<file path="config.mk">
export PLATFORM = sky130hd
export DESIGN_NAME = msble_ctrl
export DESIGN_NICKNAME = d
export VERILOG_FILES = /design/src/hw/rtl/msble_pkg.sv /design/src/hw/rtl/msble_ctrl.sv
export SDC_FILE = /design/constraint.sdc
export NUM_CORES = 1
export LEC_CHECK = 0
export BUFFER_PORTS_ARGS = -buffer_cell sky130_fd_sc_hd__buf_2
export CAP_MARGIN = 10
export CORE_UTILIZATION = 45
export DETAILED_ROUTE_END_ITERATION = 12
export PLACE_DENSITY = 0.79
export SKIP_CTS_REPAIR_TIMING = 1
export SLEW_MARGIN = 20
export SYNTH_ARGS = -nofsm -noshare
export SYNTH_HDL_FRONTEND = slang
export SYNTH_SLANG_ARGS = --single-unit
</file>
<file path="constraint.sdc">
create_clock -name clk -period 1.5 [get_ports clk]
set_input_delay 0.225 -clock clk [delete_from_list [all_inputs] [get_ports clk]]
set_output_delay 0.225 -clock clk [all_outputs]
set_load 0.005 [all_outputs]
</file>
<file path="src/hw/rtl/msble_pkg.sv">
`timescale 1ns / 1ps
`default_nettype none
package msble_pkg;

	typedef enum logic [3:0] {
		CMD_CREATE  = 4'd0,
		CMD_APPEND  = 4'd1,
		CMD_POP     = 4'd2,
		CMD_DELETE  = 4'd3,
		CMD_RESIZE  = 4'd4,
		CMD_COUNT   = 4'd5,
		CMD_READ    = 4'd6,
		CMD_SORTED  = 4'd7,
		CMD_RELEASE = 4'd8
	} cmd_e_t;

	typedef enum logic [3:0] {
		ST_OK        = 4'd0,
		ST_BAD_SLOT  = 4'd1,
		ST_EXISTS    = 4'd2,
		ST_BAD_SIZE  = 4'd3,
		ST_NO_MEM    = 4'd4,
		ST_NO_LIST   = 4'd5,
		ST_FULL      = 4'd6,
		ST_EMPTY     = 4'd7,
		ST_NOT_FOUND = 4'd8,
		ST_BAD_NEW   = 4'd9
	} status_e_t;

	typedef enum logic [2:0] {
		OUT_PRE,
		OUT_NF,
		OUT_DEL,
		OUT_ELEM,
		OUT_BEST
	} out_sel_t;

	typedef enum logic [3:0] {
		S_IDLE,
		S_DEC,
		S_SINGLE,
		S_DRD,
		S_DCHK,
		S_NF,
		S_SRD,
		S_SWR,
		S_DDONE,
		S_RRD,
		S_ROUT,
		S_TRD,
		S_TCMP,
		S_TOUT
	} state_t;

	typedef struct packed {
		logic     capture;
		logic     start;
		logic     idx_inc;
		logic     mem_rd;
		logic     rd_next;
		logic     shift_wr;
		logic     best_upd;
		logic     next_pass;
		logic     commit;
		logic     out_ld;
		out_sel_t out_sel;
	} ctl_cmd_t;

	typedef struct packed {
		logic [3:0] cmd;
		logic       cmd_known;
		logic       long_op;
		logic       match;
		logic       idx_last;
		logic       next_avail;
		logic       k_last;
		logic       out_free;
	} dp_stat_t;

	localparam int DATA_W = 32;

endpackage
`default_nettype wire

</file>
<file path="src/hw/rtl/msble_ctrl.sv">
`timescale 1ns / 1ps
`default_nettype none
module msble_ctrl (
	input  wire                  clk,
	input  wire                  arst_n,
	input  wire                  s_tvalid,
	output logic                 s_tready,
	input  msble_pkg::dp_stat_t  stat,
	output msble_pkg::ctl_cmd_t  cmd
);
	import msble_pkg::*;

	state_t state_q, state_d;

	always_ff @(posedge clk or negedge arst_n) begin
		if (!arst_n) begin
			state_q <= S_IDLE;
		end else begin
			state_q <= state_d;
		end
	end

	always_comb begin
		state_d  = state_q;
		cmd      = '0;
		cmd.out_sel = OUT_PRE;
		s_tready = 1'b0;
		unique case (state_q)
			S_IDLE: begin
				s_tready = 1'b1;
				if (s_tvalid) begin
					cmd.capture = 1'b1;
					state_d = S_DEC;
				end
			end
			S_DEC: begin
				cmd.start = 1'b1;
				if (!stat.cmd_known) begin
					state_d = S_IDLE;
				end else if (!stat.long_op) begin
					state_d = S_SINGLE;
				end else begin
					case (stat.cmd)
						CMD_DELETE: state_d = S_DRD;
						CMD_SORTED: state_d = S_TRD;
						default:    state_d = S_RRD;
					endcase
				end
			end
			S_SINGLE: begin
				if (stat.out_free) begin
					cmd.out_ld = 1'b1;
					cmd.commit = 1'b1;
					state_d = S_IDLE;
				end
			end
			S_DRD: begin
				cmd.mem_rd = 1'b1;
				state_d = S_DCHK;
			end
			S_DCHK: begin
				if (stat.match) begin
					state_d = S_SRD;
				end else if (stat.idx_last) begin
					state_d = S_NF;
				end else begin
					cmd.idx_inc = 1'b1;
					state_d = S_DRD;
				end
			end
			S_NF: begin
				cmd.out_sel = OUT_NF;
				if (stat.out_free) begin
					cmd.out_ld = 1'b1;
					state_d = S_IDLE;
				end
			end
			S_SRD: begin
				if (stat.next_avail) begin
					cmd.mem_rd  = 1'b1;
					cmd.rd_next = 1'b1;
					state_d = S_SWR;
				end else begin
					state_d = S_DDONE;
				end
			end
			S_SWR: begin
				cmd.shift_wr = 1'b1;
				cmd.idx_inc  = 1'b1;
				state_d = S_SRD;
			end
			S_DDONE: begin
				cmd.out_sel = OUT_DEL;
				if (stat.out_free) begin
					cmd.out_ld = 1'b1;
					cmd.commit = 1'b1;
					state_d = S_IDLE;
				end
			end
			S_RRD: begin
				cmd.mem_rd = 1'b1;
				state_d = S_ROUT;
			end
			S_ROUT: begin
				cmd.out_sel = OUT_ELEM;
				if (stat.out_free) begin
					cmd.out_ld = 1'b1;
					if (stat.idx_last) begin
						state_d = S_IDLE;
					end else begin
						cmd.idx_inc = 1'b1;
						state_d = S_RRD;
					end
				end
			end
			S_TRD: begin
				cmd.mem_rd = 1'b1;
				state_d = S_TCMP;
			end
			S_TCMP: begin
				cmd.best_upd = 1'b1;
				if (stat.idx_last) begin
					state_d = S_TOUT;
				end else begin
					cmd.idx_inc = 1'b1;
					state_d = S_TRD;
				end
			end
			S_TOUT: begin
				cmd.out_sel = OUT_BEST;
				if (stat.out_free) begin
					cmd.out_ld    = 1'b1;
					cmd.next_pass = 1'b1;
					state_d = stat.k_last ? S_IDLE : S_TRD;
				end
			end
			default: state_d = S_IDLE;
		endcase
	end

endmodule
`default_nettype wire

</file>
Word level (Yosys, flattened, before mapping)
Cells that the tools add are included.
{ "op_classes": {"n_eq_ne": 19, "muxes": 33, "reduce_logical": 6} }
{ "ops": {"columns": ["cell", "n"], "rows": [
  ["one-hot mux 4 bit (12 select lines)", 1],
  ["two-way mux 4 bit", 9],
  ["equality test 4 bit (second input constant)", 6],
  ["equality test 4 x 3 -> 1 bit (second input constant)", 5],
  ["two-way mux 1 bit", 13],
  ["equality test 4 x 2 -> 1 bit (second input constant)", 3],
  ["one-hot mux 3 bit (4 select lines)", 1],
  ["two-way mux 3 bit", 3],
  ["OR reduction 3 bit", 3],
  ["one-hot mux 4 bit (2 select lines)", 1],
  ["inequality test 2 bit (second input constant)", 3],
  ["equality test 4 x 1 -> 1 bit (second input constant)", 1],
  ["zero test 4 bit", 1],
  ["two-way mux 2 bit", 2],
  ["one-hot mux 1 bit (2 select lines)", 2],
  ["one-hot mux 1 bit (4 select lines)", 1],
  ["AND reduction 4 bit", 1],
  ["inequality test 2 x 1 -> 1 bit (second input constant)", 1],
  ["OR reduction 2 bit", 1]
]} }
{ "word_totals": {"register_bits": 4, "input_bits": 14, "out_inout_bits": 14, "word_cells": 59} }

Depth between registers and ports, before layout
{ "logic_depth": {"depth_word": 5, "mapped_depth": 6, "mapped_depth_nobuf": 4} }

Worst setup path after synthesis
No wires, ideal clock.
{ "synth_path": {"kind": "reg-to-output", "from": "register state_q[2]", "to": "output port cmd[12] (netlist bit)", "arrival_ns": 1.188, "required_ns": 1.275, "path_slack_ns": 0.087, "stages_incl_launch_ff": 5, "path_buffers": 2, "cell_sequence": "dfrtp_1 buf_4 buf_4 nor4_2 and2_1"} }
{ "synth_rtl": {"columns": ["element", "line_no", "text"], "rows": [
  ["from (decl)", "msble_ctrl.sv:13", "state_t state_q, state_d;"],
  ["from (signal assigned)", "msble_ctrl.sv:19", "state_q <= state_d;"],
  ["to (decl)", "msble_ctrl.sv:9", "output msble_pkg::ctl_cmd_t cmd"]
]} }

==> impl_metrics.prom <==
# TYPE chip_impl_metric gauge
chip_impl_info{name="failed_checks",value="negative setup slack"} 1
chip_impl_metric{name="static-leakage-power",unit="nW"} 0.4708
chip_impl_metric{name="placement_rows",unit=""} 13
chip_impl_metric{name="insertion_delay",unit="ns"} 0.24
chip_impl_metric{name="cp_max_fo",unit=""} 7
chip_impl_metric{name="critPathArrivalTime",unit="ns"} 1.42
chip_impl_metric{name="clock.fmax",unit="MHz"} 607.7
chip_impl_info{name="timing.critical_path.to_type",value="output port"} 1
chip_impl_metric{name="finish.cell_count_without_fillers",unit=""} 146
chip_impl_metric{name="numClockSinks",unit=""} 4
chip_impl_metric{name="synthesis.area",unit="um2"} 621.8
chip_impl_metric{name="h-tree-depth",unit=""} 1
chip_impl_metric{name="grt_pass1_vias",unit=""} 662
chip_impl_metric{name="report.final.setup_viol",unit=""} 11
chip_impl_metric{name="drt_iter0_markers",unit=""} 17
chip_impl_metric{name="final_area",unit="um2"} 989.7
chip_impl_info{name="path_cells",value="buf_4 -> nor2_1 -> o21ai_0 -> a21boi_0 -> buf_2"} 1
chip_impl_metric{name="dr.pass1.iters",unit=""} 4
chip_impl_metric{name="overflow_left_after_global_routing",unit=""} 0
chip_impl_metric{name="insertedDiodeCount",unit=""} 0
chip_impl_metric{name="maxSlewHeadroom",unit=""} 0.7762
chip_impl_metric{name="avgSynthCellArea",unit="um2"} 6.909
chip_impl_metric{name="worst-slew-pin-transition",unit="ns"} 0.3349
chip_impl_metric{name="clkTransAtPathRegs",unit="ns"} 0.04
chip_impl_metric{name="synthArstFlopShare",unit=""} 1.000
chip_impl_info{name="category_of_the_critical_setup_timing_path",value="reg2out"} 1
chip_impl_metric{name="synth_cell_type_count",unit=""} 38
chip_impl_metric{name="final_period_minus_worst_setup_slack",unit="ns"} 1.646
chip_impl_metric{name="total_power",unit="mW"} 1.546
chip_impl_metric{name="post-place-cells",unit=""} 131
chip_impl_metric{name="final_antenna_net_count",unit=""} 0
chip_impl_info{name="setup.worst_path.start_class",value="register"} 1
chip_impl_metric{name="final_util",unit=""} 0.7702
chip_impl_info{name="synth_top_cell_by_area",value="sky130_fd_sc_hd__dfrtp_1"} 1
chip_impl_metric{name="start_util",unit=""} 0.4839
chip_impl_metric{name="yosysSeqAreaShare",unit=""} 0.1610
chip_impl_info{name="dominantRegCellSynth",value="sky130_fd_sc_hd__dfrtp_1"} 1
chip_impl_metric{name="ys_warn_count",unit=""} 0
chip_impl_metric{name="synth_nets",unit=""} 104
chip_impl_metric{name="dr_wl_met2",unit="um"} 1064
chip_impl_metric{name="numCtsBuffers",unit=""} 3
chip_impl_metric{name="finalClockSkew",unit="ns"} 0.002937
chip_impl_metric{name="worst_slack_setup_final",unit="ns"} -0.1455
chip_impl_metric{name="first_pass_grt_wire_length",unit="um"} 2746
chip_impl_metric{name="grt_antenna_before_repair",unit=""} 0
chip_impl_metric{name="grt_start_max_net_pins",unit=""} 18
chip_impl_info{name="reg.largest.list",value="state_q x4"} 1
chip_impl_metric{name="number_of_enable_type_register_cells_in_the_synthesized_netlist",unit=""} 0
chip_impl_metric{name="hold_slack",unit="ns"} 0.3229
chip_impl_info{name="hold_path_class",value="in2reg"} 1
chip_impl_metric{name="clock_path_buffers",unit=""} 2
chip_impl_info{name="status",value="finished, violations left"} 1
chip_impl_metric{name="met3_length",unit="um"} 137
chip_impl_metric{name="finalWeightedCongestion",unit=""} 0.9284
chip_impl_metric{name="design.die.area",unit="um2"} 1535
chip_impl_info{name="post_synth_most_frequent_cells",value="sky130_fd_sc_hd__nand2b_1, sky130_fd_sc_hd__nor2_1, sky130_fd_sc_hd__a21oi_1, sky130_fd_sc_hd__nand2_1, sky130_fd_sc_hd__o21ai_0"} 1
chip_impl_metric{name="min_period_over_period",unit=""} 1.097
chip_impl_metric{name="post_drt_via_cell_ratio",unit=""} 5.911
chip_impl_info{name="cts_tree",value="yes"} 1
chip_impl_metric{name="die_height",unit="um"} 39.18
chip_impl_metric{name="netlist.area_leader.share",unit=""} 0.1610
chip_impl_info{name="cts_root_buffer",value="sky130_fd_sc_hd__clkbuf_4"} 1
chip_impl_metric{name="routed_wirelength",unit="um"} 2049
chip_impl_metric{name="io_buffer_count",unit=""} 27
chip_impl_metric{name="wire_per_inst",unit="um"} 14.03
chip_impl_metric{name="hold_viol",unit=""} 0
chip_impl_metric{name="postPlaceCellArea",unit="um2"} 793.3
chip_impl_metric{name="timing_max_transition_violations_final",unit=""} 0
chip_impl_metric{name="post_synth_inst_count",unit=""} 90
chip_impl_metric{name="synth_seq_cells",unit=""} 4
chip_impl_metric{name="hpwl",unit="um"} 1292
chip_impl_metric{name="vdd.ir_drop.worst",unit="V"} 0.0007808
chip_impl_metric{name="drive_above_1_share",unit=""} 0.5038
chip_impl_metric{name="slowest_delay",unit="ns"} 0.44
chip_impl_metric{name="setup_total_negative_slack",unit="ns"} -0.7653
chip_impl_metric{name="required",unit="ns"} 1.27
chip_impl_metric{name="pre_cts_ws",unit="ns"} -0.01194
chip_impl_metric{name="grt_usage",unit=""} 0.2605
chip_impl_info{name="cpMaxStageDelayCell",value="sky130_fd_sc_hd__dfrtp_2"} 1
chip_impl_metric{name="wl_met1",unit="um"} 801
chip_impl_metric{name="floorplan.io_pins",unit=""} 28
chip_impl_metric{name="power-per-cell-area",unit="nW/um2"} 1562
chip_impl_metric{name="die_w",unit="um"} 39.18
chip_impl_info{name="routed.top_layer",value="met4"} 1
chip_impl_metric{name="final_net_count",unit=""} 147
chip_impl_metric{name="area_growth_syn_to_layout",unit="%"} 59.15
chip_impl_info{name="rsz_0062_raised_after_global_routing",value="yes"} 1
chip_impl_metric{name="fp.coreArea",unit="um2"} 1285
chip_impl_info{name="register_ranked_first_by_flip_flop_count",value="state_q"} 1
chip_impl_metric{name="largest_register_ffs",unit=""} 4
chip_impl_info{name="main_area_contributors_after_synthesis",value="sky130_fd_sc_hd__dfrtp_1, sky130_fd_sc_hd__nand2b_1, sky130_fd_sc_hd__a21oi_1"} 1
chip_impl_metric{name="cap_violations",unit=""} 0
chip_impl_metric{name="dr_total_vias",unit=""} 863
chip_impl_metric{name="drc",unit=""} 0
==> kinds of logic (layout without fill, tap and decap cells) <==
group	after synthesis	in the layout	synth area share
and+or+nand+nor	46	46	0.4306
DFF	4	4	0.1610
buffers and inverters	11	52	0.1006
xor gates and xnor gates	1	1	0.01409
AOI/OAI and AO/OA	28	28	0.2938
==> path summary, 6_finish.rpt <==
path                            start    endpoint  slack, ns  cells after the start
setup / recovery           state_q[0]      cmd[3]      -0.15                      5
hold / removal                stat[9]  state_q[3]       0.32                      3
setup reg to reg           state_q[1]  state_q[0]      -0.05                      6
hold reg to reg            state_q[3]  state_q[0]       0.65                      2
max in group asynchronous      arst_n  state_q[0]       1.03                      2
min in group asynchronous      arst_n  state_q[2]       0.34                      2
==> routing by layer <==
layer	vias up	GRT usage
li1	410	-
met1	405	0.3194
met2	41	0.4458
met3	7	0.08092
met4	0	0.04310
met5	-	0
==> power by group <==
| part | switching [mW] | leakage, nW | internal [mW] | total (mW) |
|---|---|---|---|---|
| Combinational | 0.592 | 0.408 | 0.591 | 1.18 |
| Sequential | 0.0726 | 0.0485 | 0.155 | 0.228 |
| Clock | 0.0454 | 0.0138 | 0.0896 | 0.135 |
| Total | 0.710 | 0.471 | 0.836 | 1.55 |
==> worst max-delay path: cells and delay by family, from the launching register on <==
family,cells,cell delay (ns)
flops,1,0.44
buf+inv,2,0.31
compound gates,2,0.26
simple gates,1,0.16
==> layout make-up <==
type,instances,area (um2)
multi-input cells,75,511.7
fillers,98,295.3
well taps,15,18.77
repair buffers,47,325.3
flip-flops and latches,4,103.9
clock buffers,3,22.52
inverters,2,7.507
==> placed cells by master, fill, tap and decap left out, drive strengths merged, types with 2 or more instances in the layout <==
master | netlist | routed
a21oi | 8 | 8
a31oi | 3 | 3
and2 | 2 | 2
and2b | 2 | 2
buf | 8 | 46
clkbuf | 1 | 3
dfrtp | 4 | 4
inv | 2 | 2
nand2 | 8 | 8
nand2b | 9 | 9
nand3b | 2 | 2
nor2 | 9 | 9
nor3 | 5 | 5
nor4 | 2 | 2
o211ai | 2 | 2
o21ai | 6 | 6
o22ai | 2 | 2
or3b | 2 | 2
Note: power is estimated with default switching activity, not from simulation.
